===== src/rtl/shrb_pkg.sv =====
`timescale 1ns / 1ps
// ----------------------------------------------------------------------------
// shrb_pkg
// Shared constants and types of the sample history ring buffer.
// ----------------------------------------------------------------------------
package shrb_pkg;

  localparam int DEPTH      = 64;
  localparam int PTR_W      = $clog2(DEPTH);
  localparam int CNT_W      = $clog2(DEPTH + 1);

  localparam int VAL_W      = 16;
  localparam int TIME_W     = 32;
  localparam int LIM_W      = 7;
  localparam int POS_W      = 6;
  localparam int TOT_W      = 7;
  localparam int ENTRY_W    = VAL_W + TIME_W;
  localparam int CMP_W      = (CNT_W > LIM_W) ? CNT_W : LIM_W;
  localparam int RESULT_CAP = 64;

  localparam logic CMD_STORE = 1'b0;
  localparam logic CMD_READ  = 1'b1;

  // result descriptor, registered alongside the memory read data
  typedef struct packed {
    logic             valid;
    logic             present;
    logic             ack;
    logic             last;
    logic [POS_W-1:0] pos;
    logic [TOT_W-1:0] total;
  } rsp_t;

endpackage


===== src/rtl/sample_history_ring_buffer_core.sv =====
`timescale 1ns / 1ps
// ----------------------------------------------------------------------------
// sample_history_ring_buffer_core
// Overwrite-oldest history of timestamped samples with oldest-first readout.
//
// channel  dir  tdata (low bit up)                          tuser / tlast
// s_axis   in   value[15:0] time[47:16] limit[54:48] pad    tuser: cmd
// m_axis   out  value[15:0] time[47:16] pos[53:48]          tuser: present, ack
//               total[60:54] pad                            tlast: last result
//
// a store yields one ack; a read returns one entry per cycle while credits
// allow (one result for an empty read), paced by the single ram port
// result data is registered in the ram, then passes a two-entry output queue
// output stalls hold issue through credits; s_axis_tready drops while a
// read is being streamed or the queue is out of credits
// reset clears pointers, fill count and queue; sample memory is not cleared
// ----------------------------------------------------------------------------
module sample_history_ring_buffer_core (
  input  logic        clk_i,
  input  logic        rst_ni,
  input  logic        s_axis_tvalid,
  output logic        s_axis_tready,
  input  logic [55:0] s_axis_tdata,   // sample_value, sample_time_ms, request_limit
  input  logic [0:0]  s_axis_tuser,   // cmd
  output logic        m_axis_tvalid,
  input  logic        m_axis_tready,
  output logic [63:0] m_axis_tdata,   // entry_value, entry_time_ms, entry_position,
                                      // returned_total
  output logic [1:0]  m_axis_tuser,   // entry_present, is_write_ack
  output logic        m_axis_tlast    // last_result
);

  localparam int OUT_W = 64 + 2 + 1;

  logic                         ram_en, ram_we;
  logic [shrb_pkg::PTR_W-1:0]   ram_addr;
  logic [shrb_pkg::ENTRY_W-1:0] ram_wdata, ram_rdata;
  shrb_pkg::rsp_t               rsp;
  logic                         credit_ok;

  logic [OUT_W-1:0] slot0_q, slot0_d, slot1_q, slot1_d;
  logic [1:0]       cnt_q, cnt_d;
  logic             pop, push;
  logic [OUT_W-1:0] push_word;
  logic [2:0]       occ_next;

  shrb_ctrl u_ctrl (
    .clk_i       (clk_i),
    .rst_ni      (rst_ni),
    .req_valid_i (s_axis_tvalid),
    .req_ready_o (s_axis_tready),
    .req_cmd_i   (s_axis_tuser[0]),
    .req_value_i (s_axis_tdata[15:0]),
    .req_time_i  (s_axis_tdata[47:16]),
    .req_limit_i (s_axis_tdata[54:48]),
    .credit_ok_i (credit_ok),
    .ram_en_o    (ram_en),
    .ram_we_o    (ram_we),
    .ram_addr_o  (ram_addr),
    .ram_wdata_o (ram_wdata),
    .rsp_o       (rsp)
  );

  shrb_ram #(
    .WIDTH (shrb_pkg::ENTRY_W),
    .DEPTH (shrb_pkg::DEPTH)
  ) u_ram (
    .clk_i   (clk_i),
    .en_i    (ram_en),
    .we_i    (ram_we),
    .addr_i  (ram_addr),
    .wdata_i (ram_wdata),
    .rdata_o (ram_rdata)
  );

  assign pop  = (cnt_q != 2'd0) && m_axis_tready;
  assign push = rsp.valid;

  // entries in flight plus queued, after this cycle's pop
  assign occ_next  = {1'b0, cnt_q} + {2'b0, push} - {2'b0, pop};
  assign credit_ok = occ_next < 3'd2;

  always_comb begin
    push_word = '0;
    if (rsp.present) begin
      push_word[47:0] = ram_rdata;
    end
    push_word[53:48] = rsp.pos;
    push_word[60:54] = rsp.total;
    push_word[64]    = rsp.present;
    push_word[65]    = rsp.ack;
    push_word[66]    = rsp.last;
  end

  always_comb begin
    slot0_d = slot0_q;
    slot1_d = slot1_q;
    cnt_d   = cnt_q + {1'b0, push} - {1'b0, pop};
    if (pop) begin
      slot0_d = slot1_q;
    end
    if (push) begin
      if ((cnt_q - {1'b0, pop}) == 2'd0) begin
        slot0_d = push_word;
      end else begin
        slot1_d = push_word;
      end
    end
  end

  always_ff @(posedge clk_i or negedge rst_ni) begin
    if (!rst_ni) begin
      cnt_q <= '0;
    end else begin
      cnt_q <= cnt_d;
    end
  end

  always_ff @(posedge clk_i) begin
    slot0_q <= slot0_d;
    slot1_q <= slot1_d;
  end

  assign m_axis_tvalid = (cnt_q != 2'd0);
  assign m_axis_tdata  = slot0_q[63:0];
  assign m_axis_tuser  = slot0_q[65:64];
  assign m_axis_tlast  = slot0_q[66];

endmodule


===== src/rtl/shrb_ram.sv =====
`timescale 1ns / 1ps
// ----------------------------------------------------------------------------
// shrb_ram
// Generic single-port synchronous RAM with registered read data.
// ----------------------------------------------------------------------------
module shrb_ram #(
  parameter int WIDTH = 8,
  parameter int DEPTH = 16
) (
  input  logic                     clk_i,
  input  logic                     en_i,
  input  logic                     we_i,
  input  logic [$clog2(DEPTH)-1:0] addr_i,
  input  logic [WIDTH-1:0]         wdata_i,
  output logic [WIDTH-1:0]         rdata_o
);

  logic [WIDTH-1:0] mem_q [DEPTH];
  logic [WIDTH-1:0] rdata_q;

  always_ff @(posedge clk_i) begin
    if (en_i) begin
      if (we_i) begin
        mem_q[addr_i] <= wdata_i;
      end else begin
        rdata_q <= mem_q[addr_i];
      end
    end
  end

  assign rdata_o = rdata_q;

endmodule


===== src/rtl/shrb_ctrl.sv =====
`timescale 1ns / 1ps
// ----------------------------------------------------------------------------
// shrb_ctrl
// Request sequencer: pointer and fill bookkeeping, memory access issue and
// result descriptors for the output stage.
// ----------------------------------------------------------------------------
module shrb_ctrl (
  input  logic                                clk_i,
  input  logic                                rst_ni,
  input  logic                                req_valid_i,
  output logic                                req_ready_o,
  input  logic                                req_cmd_i,
  input  logic signed [shrb_pkg::VAL_W-1:0]   req_value_i,
  input  logic        [shrb_pkg::TIME_W-1:0]  req_time_i,
  input  logic        [shrb_pkg::LIM_W-1:0]   req_limit_i,
  input  logic                                credit_ok_i,
  output logic                                ram_en_o,
  output logic                                ram_we_o,
  output logic        [shrb_pkg::PTR_W-1:0]   ram_addr_o,
  output logic        [shrb_pkg::ENTRY_W-1:0] ram_wdata_o,
  output shrb_pkg::rsp_t                      rsp_o
);

  localparam logic ST_IDLE = 1'b0;
  localparam logic ST_READ = 1'b1;

  logic                         state_q, state_d;
  logic [shrb_pkg::PTR_W-1:0]   wp_q, wp_d;
  logic [shrb_pkg::CNT_W-1:0]   fill_q, fill_d;
  logic [shrb_pkg::PTR_W-1:0]   cursor_q, cursor_d;
  logic [shrb_pkg::POS_W-1:0]   pos_q, pos_d;
  logic [shrb_pkg::TOT_W-1:0]   total_q, total_d;
  shrb_pkg::rsp_t               rsp_q, rsp_d;

  logic                         accept;
  logic                         full;
  logic [shrb_pkg::CMP_W-1:0]   lim_ext, fill_ext, min_ext;
  logic [shrb_pkg::TOT_W-1:0]   total_new;
  logic [shrb_pkg::PTR_W-1:0]   start_slot;
  logic                         read_last;

  function automatic logic [shrb_pkg::PTR_W-1:0] next_slot(
    input logic [shrb_pkg::PTR_W-1:0] slot
  );
    if (slot == shrb_pkg::PTR_W'(shrb_pkg::DEPTH - 1)) begin
      return '0;
    end
    return slot + shrb_pkg::PTR_W'(1);
  endfunction

  assign req_ready_o = (state_q == ST_IDLE) && credit_ok_i;
  assign accept      = req_valid_i && req_ready_o;
  assign full        = (fill_q == shrb_pkg::CNT_W'(shrb_pkg::DEPTH));

  always_comb begin
    lim_ext  = shrb_pkg::CMP_W'(req_limit_i);
    fill_ext = shrb_pkg::CMP_W'(fill_q);
    min_ext  = (fill_ext < lim_ext) ? fill_ext : lim_ext;
    if (min_ext > shrb_pkg::CMP_W'(shrb_pkg::RESULT_CAP)) begin
      total_new = shrb_pkg::TOT_W'(shrb_pkg::RESULT_CAP);
    end else begin
      total_new = min_ext[shrb_pkg::TOT_W-1:0];
    end
  end

  assign start_slot = full ? wp_q : '0;
  assign read_last  = ({1'b0, pos_q} + shrb_pkg::TOT_W'(1)) == total_q;

  always_comb begin
    state_d     = state_q;
    wp_d        = wp_q;
    fill_d      = fill_q;
    cursor_d    = cursor_q;
    pos_d       = pos_q;
    total_d     = total_q;
    rsp_d       = '0;
    ram_en_o    = 1'b0;
    ram_we_o    = 1'b0;
    ram_addr_o  = wp_q;
    ram_wdata_o = {req_time_i, req_value_i};

    unique case (state_q)
      ST_IDLE: begin
        if (accept) begin
          if (req_cmd_i == shrb_pkg::CMD_STORE) begin
            ram_en_o  = 1'b1;
            ram_we_o  = 1'b1;
            wp_d      = next_slot(wp_q);
            if (!full) begin
              fill_d = fill_q + shrb_pkg::CNT_W'(1);
            end
            rsp_d.valid = 1'b1;
            rsp_d.ack   = 1'b1;
            rsp_d.last  = 1'b1;
          end else if (total_new == '0) begin
            rsp_d.valid = 1'b1;
            rsp_d.last  = 1'b1;
          end else begin
            // first entry is read in the accept cycle
            ram_en_o      = 1'b1;
            ram_addr_o    = start_slot;
            cursor_d      = next_slot(start_slot);
            pos_d         = shrb_pkg::POS_W'(1);
            total_d       = total_new;
            rsp_d.valid   = 1'b1;
            rsp_d.present = 1'b1;
            rsp_d.total   = total_new;
            rsp_d.last    = (total_new == shrb_pkg::TOT_W'(1));
            if (total_new != shrb_pkg::TOT_W'(1)) begin
              state_d = ST_READ;
            end
          end
        end
      end
      ST_READ: begin
        if (credit_ok_i) begin
          ram_en_o      = 1'b1;
          ram_addr_o    = cursor_q;
          cursor_d      = next_slot(cursor_q);
          pos_d         = pos_q + shrb_pkg::POS_W'(1);
          rsp_d.valid   = 1'b1;
          rsp_d.present = 1'b1;
          rsp_d.pos     = pos_q;
          rsp_d.total   = total_q;
          rsp_d.last    = read_last;
          if (read_last) begin
            state_d = ST_IDLE;
          end
        end
      end
      default: begin
        state_d = ST_IDLE;
      end
    endcase
  end

  always_ff @(posedge clk_i or negedge rst_ni) begin
    if (!rst_ni) begin
      state_q  <= ST_IDLE;
      wp_q     <= '0;
      fill_q   <= '0;
      cursor_q <= '0;
      pos_q    <= '0;
      total_q  <= '0;
      rsp_q    <= '0;
    end else begin
      state_q  <= state_d;
      wp_q     <= wp_d;
      fill_q   <= fill_d;
      cursor_q <= cursor_d;
      pos_q    <= pos_d;
      total_q  <= total_d;
      rsp_q    <= rsp_d;
    end
  end

  assign rsp_o = rsp_q;

endmodule


===== config.mk =====
export PLATFORM = sky130hd
export DESIGN_NAME = sample_history_ring_buffer_core
export DESIGN_NICKNAME = d
export VERILOG_FILES = /design/src/rtl/shrb_pkg.sv /design/src/rtl/sample_history_ring_buffer_core.sv /design/src/rtl/shrb_ram.sv /design/src/rtl/shrb_ctrl.sv
export SDC_FILE = /design/constraint.sdc
export NUM_CORES = 2
export LEC_CHECK = 0
export ABC_AREA = 1
export BUFFER_PORTS_ARGS = -buffer_cell sky130_fd_sc_hd__buf_2
export CAP_MARGIN = 20
export CORE_UTILIZATION = 25
export DETAILED_ROUTE_END_ITERATION = 7
export GPL_TIMING_DRIVEN = 0
export PLACE_DENSITY_LB_ADDON = 0.1
export SYNTH_ARGS = -nofsm -noshare
export SYNTH_HDL_FRONTEND = slang
export SYNTH_SLANG_ARGS = --single-unit

===== constraint.sdc =====
create_clock -name clk_i -period 6.96 [get_ports clk_i]
set_clock_uncertainty 0.1 [all_clocks]
set_input_delay 1.74 -clock clk_i [delete_from_list [all_inputs] [get_ports clk_i]]
set_output_delay 1.74 -clock clk_i [all_outputs]
set_load 0.02 [all_outputs]

==> metrics <==
outcome=finished, violations left; failing checks=negative setup slack; final core utilization=30.6%; Post-DP HPWL=roughly 480 mm; CTS Root Cell=clkbuf_16; EDFF count, synth=about 3200; final hold vios=0; Nets=12200; layout cells sized above 1=14.5%; WS Path Type=input pin to flip-flop; Hold Path Class=flip-flop to flip-flop; number of max-cap violations=0; Worst-path clk slew=60 ps; largest net degree at the start of global routing=49; Total GRT Usage=24.2%; dpl cells=18600; crit start category=input pin; leading area contributor after synthesis=edfxtp_1; WP data required=roughly 7700 ps; die width=730 µm; die area=533000 µm²; CP delay by family, top=simple AND/OR/NAND/NOR gates; R2R depth=31; Final GP Congestion=0.928; I/O Pins=between 100 and 150; DP Area=147000 µm²; DR vias=95200; synth unique cells=40; PortBufs=128; hold buffers post-CTS=0; CP Depth=30; Via density=~4.9; # DRC=0; initial antenna violation count=107; RR Endpoint=u_ram.rdata_o[11]; Max-slew headroom=21.8%; fin crit period=6990 ps; DRT Pass-1 Iters=7; top cells by area, synth=edfxtp_1 (72%), nand2_1 (9.6%), nand3_1 (9.3%), nor2_1 (2.9%), buf_2 (1.8%); WP buf/inv=9; FF+latch count, synth=3303; Syn Inst Count=11300; Finished Layout Cells=about 19000; vias in the first global route=90000; Worst Hold Launch=slot0_q[62]; initial DRC count=12900; Seq/Total Area, Yosys=between 70% and 80%; detailed-route wire length=roughly 660 mm; reg2reg start=cnt_q[1]; M1 GR Usage=32.0%; Row Count=267; clk_lat worst skew=1010 ps; post-route cell area=162000 µm²; worst-path maximum fanout=10; Core ar.=528000 µm²; ys flop type=edfxtp_1; worst setup margin=-25.6 ps; DRT antenna net count=0; CTS tree=built; Max Buffers Root-to-Sink=4; slowest stage delay, CP=440 ps; Mean Syn Cell Area=11.8 µm²; CP Capture Point=u_ram.rdata_o[11]; gr busiest metal=met2; mapped cell area=133000 µm²; total CTS buffers=380; die height=730 µm; Worst path slowest cell=buf_2; most frequent cell on the critical path=nand2_1; RSZ-0062 raised after global routing=yes; Arrival @ worst endpoint=a little under 8000 ps; syn nets=11300; CP endpoint kind=flip-flop; GR Layer Usage met3=4.24%; Reg2Reg Setup Slack=250 ps; Critical Path Source=m_axis_tready; H-tree depth=5; Layout Area Growth over Synthesis=22.1%; Tcrit/Tclk final=100%; first-pass GRT wire length=861 mm; Initial Util=25.1%; area share of the largest cell type after synthesis=72.1%; remaining global-route overflow=0; synthesis warning total=0; highest clock rate=143 MHz; CTS sink cnt=3303; Global Route met2 Usage=a little under 40%; max-slew violations=0; Slew @ Worst Pin=1170 ps; ys async rst share=1.57%; WL/cell=34.1 µm; Finish-stage setup viols=1
## routing by layer
metal / vias up / wire (µm)
li1: 41200 / -
met1: 48600 / 271000
met2: 4510 / 302000
met3: 932 / 52700
met4: 18 / 35000
met5: - / 127
## stage by stage
step | hold WS (ps) | TNS, ps | setup slack, ps
global route | 358 | -89.3 | -50.0
detailed placement | 331 | -9121190 | -3550
CTS | 343 | -266 | -32.0
finish | 340 | -25.6 | -25.6
global placement | 329 | - | -8470
floorplan | 323 | -3144750 | -1140
## sequential cells by signal (all words and copies together), names as in the netlist
name,count
cnt_q,2
u_ram.rdata_o,48
u_ctrl.pos_q,6
u_ctrl.rsp_o,17
u_ctrl.fill_ext,7
u_ctrl.total_q,7
u_ram.mem_q,3072
u_ctrl.state_q,1
u_ctrl.wp_q,6
slot0_q,67
u_ctrl.cursor_q,6
slot1_q,64
## kinds of logic after synthesis
kind of cell | Yosys count | share of synthesized area, %
AND/OR/NAND/NOR | 6938 | 22.1
flip-flops | 3303 | 74.1
buffers and inverters | 823 | 2.84
AO/OA/AOI/OAI | 171 | 0.704
XOR/XNOR | 19 | 0.126
adder cells (fa/ha/maj) | 15 | 0.147
## tightest hold or removal path, delay by kind of cell (launching register included)
family           cells  cell delay (ps)
DFF                  1              300
and+or+nand+nor      2              100
## cells in the mapped netlist (5+ instances only)
master / instances
nor2_2: 6
a31oi_1: 16
dfxtp_1: 67
a21oi_1: 12
o21ai_0: 126
buf_2: 482
inv_1: 117
nand2_1: 3400
nor2_1: 1033
o22ai_1: 5
inv_2: 14
clkbuf_1: 159
ha_1: 14
nand3_1: 2472
dfrtp_1: 52
xor2_1: 18
nand2_2: 7
buf_1: 31
edfxtp_1: 3184
nor3_1: 7
buf_4: 18
## area by class of cell
class                           instances  area, µm²
Multi-Input combinational cell       7143      31800
Antenna cell                           23       57.6
Inverter                              133        508
Clock inverter                        196       1770
Fill cell                           53600     367000
Tap cell                             6994       8750
Clock buffer                          485      10100
Buffer                                688       3930
Sequential cell                      3303      98300
Timing Repair Buffer                  452       6730
## cell usage in the layout (no fill, tap or decap), drive strengths merged, types with 3 or more instances in the layout
cell,n
a21oi,14
a31oi,16
buf,955
bufinv,24
clkbuf,667
clkdlybuf4s15,3
clkinv,150
clkinvlp,11
dfrtp,52
dfxtp,67
diode,23
edfxtp,3184
ha,14
inv,144
nand2,3408
nand3,2472
nand4,3
nor2,1041
nor3,8
o21ai,127
o22ai,5
or2,4
xor2,18
## how the worst min path moves through the flow
stage,slack [ps],to,cells past startpoint
floorplan,320,slot1_q[64],0
global placement,330,slot0_q[62],2
detailed placement,330,slot1_q[58],0
CTS,340,slot0_q[62],2
global route,360,slot0_q[61],2
finish,340,slot0_q[62],2
## repair_timing
action                      CTS  global route
setup endpoints to repair  3120          1218
gates resized for setup     378           135
setup buffers                95             8
cloned                        0             0
pin swaps                    62            13
Power is left out: the tool's default activity adds up to more than one toggle a clock period on the data nets, which glitch-free logic cannot reach.
